==> src/lspl_pkg.sv <==
// shared types and constants for the pyramid level skyline placer
package lspl_pkg;

  localparam int MAX_LEVELS   = 32;
  localparam int MAX_SEGMENTS = 33;
  localparam int DIM_BITS     = 12;
  localparam int SEG_AW       = 6;
  localparam int POS_W        = 14;
  localparam logic [POS_W-1:0] SAT14 = 14'h3FFF;

  localparam logic [1:0] REG_SCALE = 2'd0;
  localparam logic [1:0] REG_GAP   = 2'd1;
  localparam logic [1:0] REG_MIN   = 2'd2;

  typedef enum logic [3:0] {
    ST_IDLE, ST_INIT, ST_SEED, ST_SCAN, ST_PICK, ST_FIND, ST_WRT,
    ST_WRC, ST_SHW, ST_SHH, ST_SHD, ST_DIVW, ST_OUT
  } state_t;

  typedef struct packed {
    logic [POS_W-1:0] start;
    logic [POS_W-1:0] span;
    logic [POS_W-1:0] level;
  } seg_t;

  typedef struct packed {
    logic              en;
    logic [SEG_AW-1:0] addr;
    seg_t              data;
  } seg_wr_t;

endpackage

==> src/lspl_seg_ram.sv <==
// segment table memory, one write and one registered read per cycle
module lspl_seg_ram (
  input  logic                     clk,
  input  lspl_pkg::seg_wr_t        wr,
  input  logic [lspl_pkg::SEG_AW-1:0] raddr,
  output lspl_pkg::seg_t           rdata_r
);
  import lspl_pkg::*;

  seg_t mem [MAX_SEGMENTS];

  always_ff @(posedge clk) begin
    if (wr.en) begin
      mem[wr.addr] <= wr.data;
    end
    rdata_r <= mem[raddr];
  end

endmodule

==> src/lspl_div.sv <==
// restoring divider, one quotient bit per cycle
module lspl_div (
  input  logic        clk,
  input  logic        rst_n,
  input  logic        start,
  input  logic [27:0] dividend,
  input  logic [11:0] divisor,
  output logic [27:0] quo,
  output logic        done
);
  import lspl_pkg::*;

  logic        busy_r;
  logic [4:0]  cnt_r;
  logic [27:0] quo_r;
  logic [11:0] rem_r;
  logic [11:0] dvs_r;
  logic [12:0] rem_sh;
  logic        fits;

  assign rem_sh = {rem_r, quo_r[27]};
  assign fits   = rem_sh >= {1'b0, dvs_r};

  always_ff @(posedge clk) begin
    if (!rst_n) begin
      busy_r <= 1'b0;
      cnt_r  <= '0;
    end else if (start) begin
      busy_r <= 1'b1;
      cnt_r  <= 5'd27;
    end else if (busy_r) begin
      cnt_r <= cnt_r - 5'd1;
      if (cnt_r == 5'd0) begin
        busy_r <= 1'b0;
      end
    end
  end

  always_ff @(posedge clk) begin
    if (start) begin
      quo_r <= dividend;
      rem_r <= '0;
      dvs_r <= divisor;
    end else if (busy_r) begin
      rem_r <= fits ? 12'(rem_sh - {1'b0, dvs_r}) : rem_sh[11:0];
      quo_r <= {quo_r[26:0], fits};
    end
  end

  assign quo  = quo_r;
  assign done = !busy_r;

endmodule

==> src/pyramid_level_skyline_placer_top.sv <==
// top level: sequencer, segment scan and level placement
//
// channel  dir  beat content
// in_      in   tdata = image_width, image_height
// out_     out  tdata = pos_x .. canvas_height, tlast = last
// cfg_     in   write enable, register index, write data
//
// each level takes two scan passes over the 33 segments plus pick, write,
// multiply, divide wait and output; output can stall until out_tready
// rst_n is synchronous; the segment memory needs no clearing pass
// in_tready is high only while idle; a result holds until out_tready
module pyramid_level_skyline_placer_top (
  input  logic         clk,
  input  logic         rst_n,
  input  logic         in_tvalid,
  output logic         in_tready,
  input  logic [23:0]  in_tdata,   // image_width, image_height
  output logic         out_tvalid,
  input  logic         out_tready,
  output logic [103:0] out_tdata,  // pos_x, pos_y, level_width, level_height,
                                   // scale_ratio_q16, canvas_width, canvas_height
  output logic         out_tlast,
  input  logic         cfg_we,
  input  logic [1:0]   cfg_index,
  input  logic [15:0]  cfg_wdata
);
  import lspl_pkg::*;

  state_t state_r, state_nxt;

  logic [15:0] scale_r;
  logic [7:0]  gap_r;
  logic [11:0] min_r;

  logic [11:0] in_w_r, in_h_r, cur_w_r, cur_h_r, across0_r;
  logic        swapped_r;
  logic [POS_W-1:0] strip_r, extent_r;
  logic [5:0]  n_r;
  logic [27:0] prod_r;
  logic [11:0] mul_a;

  logic [5:0]  cnt_r;
  logic        pe_r;
  logic [5:0]  pidx_r;
  logic        valid_r [MAX_SEGMENTS];

  logic        found_r;
  seg_t        best_r, e0_r, c_r;
  logic [5:0]  best_idx_r, c_idx_r;
  logic [POS_W-1:0] k2_r, nspan_r;
  logic        mfound_r, ifound_r;
  logic [5:0]  midx_r, iidx_r;

  seg_t        rd;
  seg_wr_t     wr;
  logic [5:0]  raddr;

  logic        div_start, div_done;
  logic [27:0] div_quo;

  logic [13:0] pos_x_r, pos_y_r, cw_r, ch_r;
  logic [11:0] ow_r, oh_r;
  logic [16:0] ratio_r;
  logic        last_r;

  logic [11:0] ca, cb, al0;
  logic [12:0] need;
  logic [14:0] strip_sum, k2_sum, lvl_sum, fin_sum;
  logic [POS_W-1:0] newlvl, ext_nxt, fin;
  logic [5:0]  n_nxt;
  logic        last_now, pass_end, better;

  assign ca   = swapped_r ? cur_h_r : cur_w_r;
  assign cb   = swapped_r ? cur_w_r : cur_h_r;
  assign al0  = (in_w_r < in_h_r) ? in_w_r : in_h_r;
  assign need = {1'b0, ca} + {5'd0, gap_r};

  always_comb begin
    case (state_r)
      ST_INIT: mul_a = al0;
      ST_SHW:  mul_a = cur_w_r;
      default: mul_a = cur_h_r;
    endcase
  end

  always_ff @(posedge clk) begin
    prod_r <= {16'd0, mul_a} * {12'd0, scale_r};
  end

  assign strip_sum = {3'd0, al0} + {2'd0, 13'((prod_r + 28'd65535) >> 16)}
                   + {6'd0, gap_r, 1'b0};
  assign k2_sum  = {1'b0, c_r.start} + {2'd0, need};
  assign lvl_sum = {1'b0, c_r.level} + {3'd0, cb} + {7'd0, gap_r};
  assign newlvl  = lvl_sum > {1'b0, SAT14} ? SAT14 : lvl_sum[13:0];
  assign ext_nxt = newlvl > extent_r ? newlvl : extent_r;
  assign fin_sum = {1'b0, extent_r} + {7'd0, gap_r};
  assign fin     = fin_sum > {1'b0, SAT14} ? SAT14 : fin_sum[13:0];
  assign n_nxt   = n_r + 6'd1;
  assign last_now = (n_nxt >= 6'(MAX_LEVELS)) || (ca <= min_r);
  assign pass_end = pe_r && (pidx_r == 6'(MAX_SEGMENTS - 1));
  assign better  = valid_r[pidx_r] && (rd.span > {1'b0, need}) &&
                   (!found_r || rd.level < best_r.level ||
                    (rd.level == best_r.level && rd.start < best_r.start));

  assign raddr     = cnt_r;
  assign div_start = (state_r == ST_SCAN) && (cnt_r == 6'd0);

  lspl_seg_ram u_ram (.clk(clk), .wr(wr), .raddr(raddr), .rdata_r(rd));

  lspl_div u_div (
    .clk(clk), .rst_n(rst_n), .start(div_start), .dividend({cb, 16'd0}),
    .divisor(across0_r), .quo(div_quo), .done(div_done)
  );

  always_ff @(posedge clk) begin
    if (!rst_n) begin
      state_r <= ST_IDLE;
    end else begin
      state_r <= state_nxt;
    end
  end

  always_comb begin
    state_nxt = state_r;
    wr        = '0;
    unique case (state_r)
      ST_IDLE: if (in_tvalid) state_nxt = ST_INIT;
      ST_INIT: state_nxt = ST_SEED;
      ST_SEED: begin
        wr.en = 1'b1;
        wr.data.start = '0;
        wr.data.span  = strip_sum > {1'b0, SAT14} ? SAT14 : strip_sum[13:0];
        wr.data.level = '0;
        state_nxt = ST_SCAN;
      end
      ST_SCAN: if (pass_end) state_nxt = ST_PICK;
      ST_PICK: state_nxt = ST_FIND;
      ST_FIND: if (pass_end) state_nxt = ST_WRT;
      ST_WRT: begin
        wr.en   = mfound_r || ifound_r;
        wr.addr = mfound_r ? midx_r : iidx_r;
        wr.data = '{start: k2_r, span: nspan_r, level: c_r.level};
        state_nxt = ST_WRC;
      end
      ST_WRC: begin
        wr.en   = 1'b1;
        wr.addr = c_idx_r;
        wr.data = '{start: c_r.start, span: {2'd0, ca}, level: newlvl};
        state_nxt = ST_SHW;
      end
      ST_SHW: state_nxt = ST_SHH;
      ST_SHH: state_nxt = ST_SHD;
      ST_SHD: state_nxt = ST_DIVW;
      ST_DIVW: if (div_done) state_nxt = ST_OUT;
      ST_OUT: if (out_tready) state_nxt = last_r ? ST_IDLE : ST_SCAN;
      default: state_nxt = ST_IDLE;
    endcase
  end

  always_ff @(posedge clk) begin
    if (!rst_n) begin
      scale_r <= 16'd32768;
      gap_r   <= 8'd8;
      min_r   <= 12'd12;
    end else if (cfg_we) begin
      case (cfg_index)
        REG_SCALE: scale_r <= cfg_wdata;
        REG_GAP:   gap_r   <= cfg_wdata[7:0];
        REG_MIN:   min_r   <= cfg_wdata[11:0];
        default: ;
      endcase
    end
  end

  always_ff @(posedge clk) begin
    if (!rst_n) begin
      for (int i = 0; i < MAX_SEGMENTS; i++) valid_r[i] <= 1'b0;
      pe_r  <= 1'b0;
      cnt_r <= '0;
    end else begin
      pe_r   <= (state_r == ST_SCAN || state_r == ST_FIND) &&
                (cnt_r < 6'(MAX_SEGMENTS));
      pidx_r <= cnt_r;
      if (state_r == ST_SCAN || state_r == ST_FIND) begin
        if (cnt_r < 6'(MAX_SEGMENTS)) cnt_r <= cnt_r + 6'd1;
      end else begin
        cnt_r <= '0;
      end
      if (state_r == ST_SEED) begin
        for (int i = 1; i < MAX_SEGMENTS; i++) valid_r[i] <= 1'b0;
        valid_r[0] <= 1'b1;
      end else if (wr.en) begin
        valid_r[wr.addr] <= 1'b1;
      end
    end
  end

  always_ff @(posedge clk) begin
    case (state_r)
      ST_IDLE: begin
        in_w_r <= in_tdata[11:0];
        in_h_r <= in_tdata[23:12];
      end
      ST_SEED: begin
        swapped_r <= !(in_w_r < in_h_r);
        across0_r <= (in_w_r < in_h_r) ? in_h_r : in_w_r;
        strip_r   <= strip_sum > {1'b0, SAT14} ? SAT14 : strip_sum[13:0];
        cur_w_r   <= in_w_r;
        cur_h_r   <= in_h_r;
        extent_r  <= '0;
        n_r       <= '0;
      end
      ST_SCAN: begin
        if (cnt_r == 6'd0) found_r <= 1'b0;
        if (pe_r) begin
          if (pidx_r == 6'd0) e0_r <= rd;
          if (better) begin
            found_r    <= 1'b1;
            best_r     <= rd;
            best_idx_r <= pidx_r;
          end
        end
      end
      ST_PICK: begin
        c_r     <= found_r ? best_r : e0_r;
        c_idx_r <= found_r ? best_idx_r : 6'd0;
      end
      ST_FIND: begin
        if (cnt_r == 6'd0) begin
          k2_r     <= k2_sum > {1'b0, SAT14} ? SAT14 : k2_sum[13:0];
          nspan_r  <= c_r.span > {1'b0, need} ? 14'(c_r.span - {1'b0, need}) : '0;
          mfound_r <= 1'b0;
          ifound_r <= 1'b0;
        end
        if (pe_r) begin
          if (valid_r[pidx_r] && rd.start == k2_r && !mfound_r) begin
            mfound_r <= 1'b1;
            midx_r   <= pidx_r;
          end
          if (!valid_r[pidx_r] && !ifound_r) begin
            ifound_r <= 1'b1;
            iidx_r   <= pidx_r;
          end
        end
      end
      ST_WRC: begin
        extent_r <= ext_nxt;
        pos_x_r  <= swapped_r ? c_r.level : c_r.start;
        pos_y_r  <= swapped_r ? c_r.start : c_r.level;
        ow_r     <= cur_w_r;
        oh_r     <= cur_h_r;
        cw_r     <= swapped_r ? ext_nxt : strip_r;
        ch_r     <= swapped_r ? strip_r : ext_nxt;
      end
      ST_SHH: cur_w_r <= prod_r[27:16];
      ST_SHD: cur_h_r <= prod_r[27:16];
      ST_DIVW: begin
        if (div_done) begin
          n_r     <= n_nxt;
          last_r  <= last_now;
          ratio_r <= (across0_r == 12'd0) ? 17'd0 : div_quo[16:0];
          if (last_now) begin
            if (swapped_r) cw_r <= fin;
            else ch_r <= fin;
          end
        end
      end
      default: ;
    endcase
  end

  assign in_tready  = (state_r == ST_IDLE);
  assign out_tvalid = (state_r == ST_OUT);
  assign out_tlast  = last_r;
  assign out_tdata  = {7'd0, ch_r, cw_r, ratio_r, oh_r, ow_r, pos_y_r, pos_x_r};

endmodule

==> config.mk <==
export PLATFORM = sky130hd
export DESIGN_NAME = pyramid_level_skyline_placer_top
export DESIGN_NICKNAME = d
export VERILOG_FILES = /design/src/lspl_pkg.sv /design/src/lspl_seg_ram.sv /design/src/lspl_div.sv /design/src/pyramid_level_skyline_placer_top.sv
export SDC_FILE = /design/constraint.sdc
export NUM_CORES = 2
export LEC_CHECK = 0
export BUFFER_PORTS_ARGS = -buffer_cell sky130_fd_sc_hd__buf_2
export CAP_MARGIN = 20
export CORE_UTILIZATION = 25
export CTS_CLUSTER_DIAMETER = 120
export DETAILED_ROUTE_END_ITERATION = 7
export GPL_ROUTABILITY_DRIVEN = 0
export HOLD_SLACK_MARGIN = 0.03
export SLEW_MARGIN = 25
export SYNTH_ARGS = -nofsm -noshare
export SYNTH_HDL_FRONTEND = slang
export SYNTH_SLANG_ARGS = --single-unit
==> constraint.sdc <==
create_clock -name clk -period 10.1 [get_ports clk]
set_input_delay 1.01 -clock clk [delete_from_list [all_inputs] [get_ports clk]]
set_output_delay 1.01 -clock clk [all_outputs]
set_load 0.02 [all_outputs]
==> impl_metrics.tcl <==
set metrics [dict create \
    finish.utilization_pct 28.81 \
    grt_pass1_vias 54520 \
    min_period_ns 8.665 \
    power_mw 21.28 \
    swShare_pct 28.53 \
    routed_wl_um 266900 \
    slew_headroom_pct 19.72 \
    die_area_um2 372500 \
    start_util_pct 25.10 \
    tns_ns 0 \
    grt_antenna_before_repair 13 \
    route.detailed.drc 0 \
    drtPass1Iterations 6 \
    slew_viol_final 0 \
    min_path_type "primary input to flip-flop" \
    nets 6560 \
    cts_tree "yes" \
    syn_area_per_cell_um2 15.32 \
    track_usage_pct 13.99 \
    area_growth_pct 14.76 \
    ys_ff_latch 2011 \
    ys.flop_type "edfxtp_1" \
    crit_arrival_ns 9.41 \
    cts_resized 0 \
    synth_enable_flop_cells 1790 \
    vias 54290 \
    max_freq_mhz 115.4 \
    fin_crit_sh_pct 85.79 \
    power.leakage_nw 36.80 \
    grt_setup_unrepaired "no" \
    peakVddDrop_mv 0.1753 \
    finalSetupViolations 0 \
    synthCells 6040 \
    slowest_delay_ns 0.78 \
    die_w_um 610.3 \
    critPathKind "flip-flop to flip-flop" \
    antenna_left 0 \
    synth-seq-area-share_pct 62.88 \
    grt_max_degree 278 \
    grt.overflow.total 0 \
    hpwl_um 168500 \
    cp_max_fo 157 \
    p_per_area_nw_per_um2 200.4 \
    clockBufferDepth 3 \
    cp.required_ns 10.84 \
    synth.cell_area_um2 92510 \
    htreeDepth 4 \
    comb_power_share_pct 18.2 \
    end_kind "flip-flop" \
    core-area_um2 368600 \
    ys_async_sr_fraction_pct 0 \
    p_sw_mw 6.070 \
    clock_power_share_pct 36.0 \
    internal_power_mw 15.21 \
    viasPerCell 4.827 \
    clk_pin_slew_ns 0.06 \
    final_common_cell "edfxtp_1" \
    port-buffer-count 146 \
    detail_route.iter0.violations 6116 \
    cts_made_buffers 200 \
    synth_warnings 0 \
    root_buffer "clkbuf_16" \
    ioPinCount 154 \
    cpMaxStageDelayCell "edfxtp_1" \
    start_kind "flip-flop" \
    cts_setup_buffers 0 \
    tightest_slew_ns 1.204 \
    ys_types 79 \
    cts.sinks 2011 \
    status "finished clean" \
    clk_latency_ns 0.89 \
    holdBufCountCts 0 \
    fin_skew_ns 0.09265 \
    rows 223 \
    grt_pass1_wl_um 383700 \
    drive_above_1_share_pct 20.04 \
    mostFrequentLayoutCells "edfxtp_1 (1790), mux4_2 (440), nand2_1 (335)" \
    p_seq_share_pct 45.8 \
    maxCapViolCount 0 \
    detail_route.wl_per_cell_um 23.73 \
    dieHeight_um 610.3 \
    hold_viol_final 0 \
]
synthesized netlist by cell type (40+ instances only):
master | count | area (µm²)
nand3_1 | 237 | 1186
o21bai_1 | 48 | 360.4
buf_2 | 74 | 370.4
o211ai_1 | 74 | 555.5
edfxtp_1 | 1790 | 53750
mux2_2 | 117 | 1318
a221oi_1 | 131 | 1147
dfxtp_1 | 221 | 4424
mux4_2 | 440 | 9910
mux2i_1 | 97 | 970.9
a21o_1 | 47 | 352.8
nand2_1 | 341 | 1280
and3_1 | 139 | 869.6
nor2_1 | 326 | 1224
xor2_1 | 40 | 350.3
o21a_1 | 60 | 450.4
clkbuf_1 | 287 | 1077
xnor2_1 | 81 | 709.4
o21ai_0 | 146 | 730.7
ha_1 | 234 | 2928
nand4_1 | 83 | 519.3
inv_1 | 336 | 1261
fa_1 | 163 | 3263
a21oi_1 | 108 | 540.5
through the flow:
stage	hold slack (ns)	std cells	cell area, µm²	setup WS [ns]
after floorplan	0.4064	6046	92540	2.586
after global placement	0.4257	10860	99170	1.621
after detailed placement	0.4318	10860	99240	1.572
after CTS	0.3028	11240	106100	1.504
after global routing	0.3130	11240	106200	0.9219
final	0.3652	11250	106200	1.435
power by group through the flow:
stage	clock network, mW	logic, mW	registers [mW]
2_1_floorplan	0	2.76	9.79
3_5_place_dp	0	3.81	9.92
4_1_cts	7.78	3.84	9.75
3_3_place_gp	0	3.71	9.91
6_report	7.65	3.88	9.74
5_1_grt	8.11	4.24	9.76
layer usage:
metal | track usage, % | vias up | part of all wire (%)
li1 | - | 23370 | -
met4 | 5.888 | 0 | 4.3
met3 | 2.290 | 542 | 6.7
met1 | 17.52 | 28160 | 40
met2 | 23.83 | 2217 | 49
met5 | 0 | - | 0
worst paths after layout:
kind	start	to	slack (ns)	depth (start not counted)
max	in_h_r[1]	prod_r[27]	1.44	29
max reg2reg	in_h_r[1]	prod_r[27]	1.44	29
min	in_tdata[4]	in_w_r[4]	0.37	1
min reg2reg	u_ram.mem[32][16]	u_ram.rdata_r[16]	0.44	2
critical path, delay by kind of cell (launching register included):
kind	cells	cell delay, ns
AOI/OAI and AO/OA	15	3.51
adders and majority gates	7	3.19
buffers and inverters	5	0.82
DFF	1	0.78
xor gates and xnor gates	1	0.13
and+or+nand+nor	1	0.10
cells by family (layout without fill, tap and decap cells):
group / Yosys count / in the layout / share of synthesized area (%)
AOI/OAI and AO/OA: 803 / 803 / 6.178
xor gates and xnor gates: 121 / 121 / 1.146
adders and majority gates: 397 / 397 / 6.692
buffers and inverters: 757 / 1002 / 3.262
DFF: 2011 / 2011 / 62.88
muxes: 657 / 657 / 13.22
other: 1 / 12 / 0.004053
and+or+nand+nor: 1293 / 1293 / 6.615
final cells by class:
class                           instances  area, µm²
Clock buffer                          262       5350
Inverter                              337       1267
Tap cell                             4950       6193
Clock inverter                        115       1475
Timing Repair Buffer                  288       1932
Fill cell                           36480     262400
Antenna cell                            5      12.51
Sequential cell                      2011      58200
Multi-Input combinational cell       3278      31740
sequential cells by signal, indices dropped and copies added, names as in the netlist, 14 cells and up, named ones only:
name / cells
valid_r: 64
nspan_r: 14
ch_r: 14
best_r: 42
e0_r: 42
ratio_r: 17
scale_r: 16
pos_x_r: 14
k2_r: 14
u_div.quo: 28
cw_r: 14
extent_r: 14
pos_y_r: 14
u_ram.rdata_r: 42
prod_r: 28
c_r: 42
strip_r: 14
u_ram.mem: 1386
No activity file was read; power rests on OpenSTA's default activity.
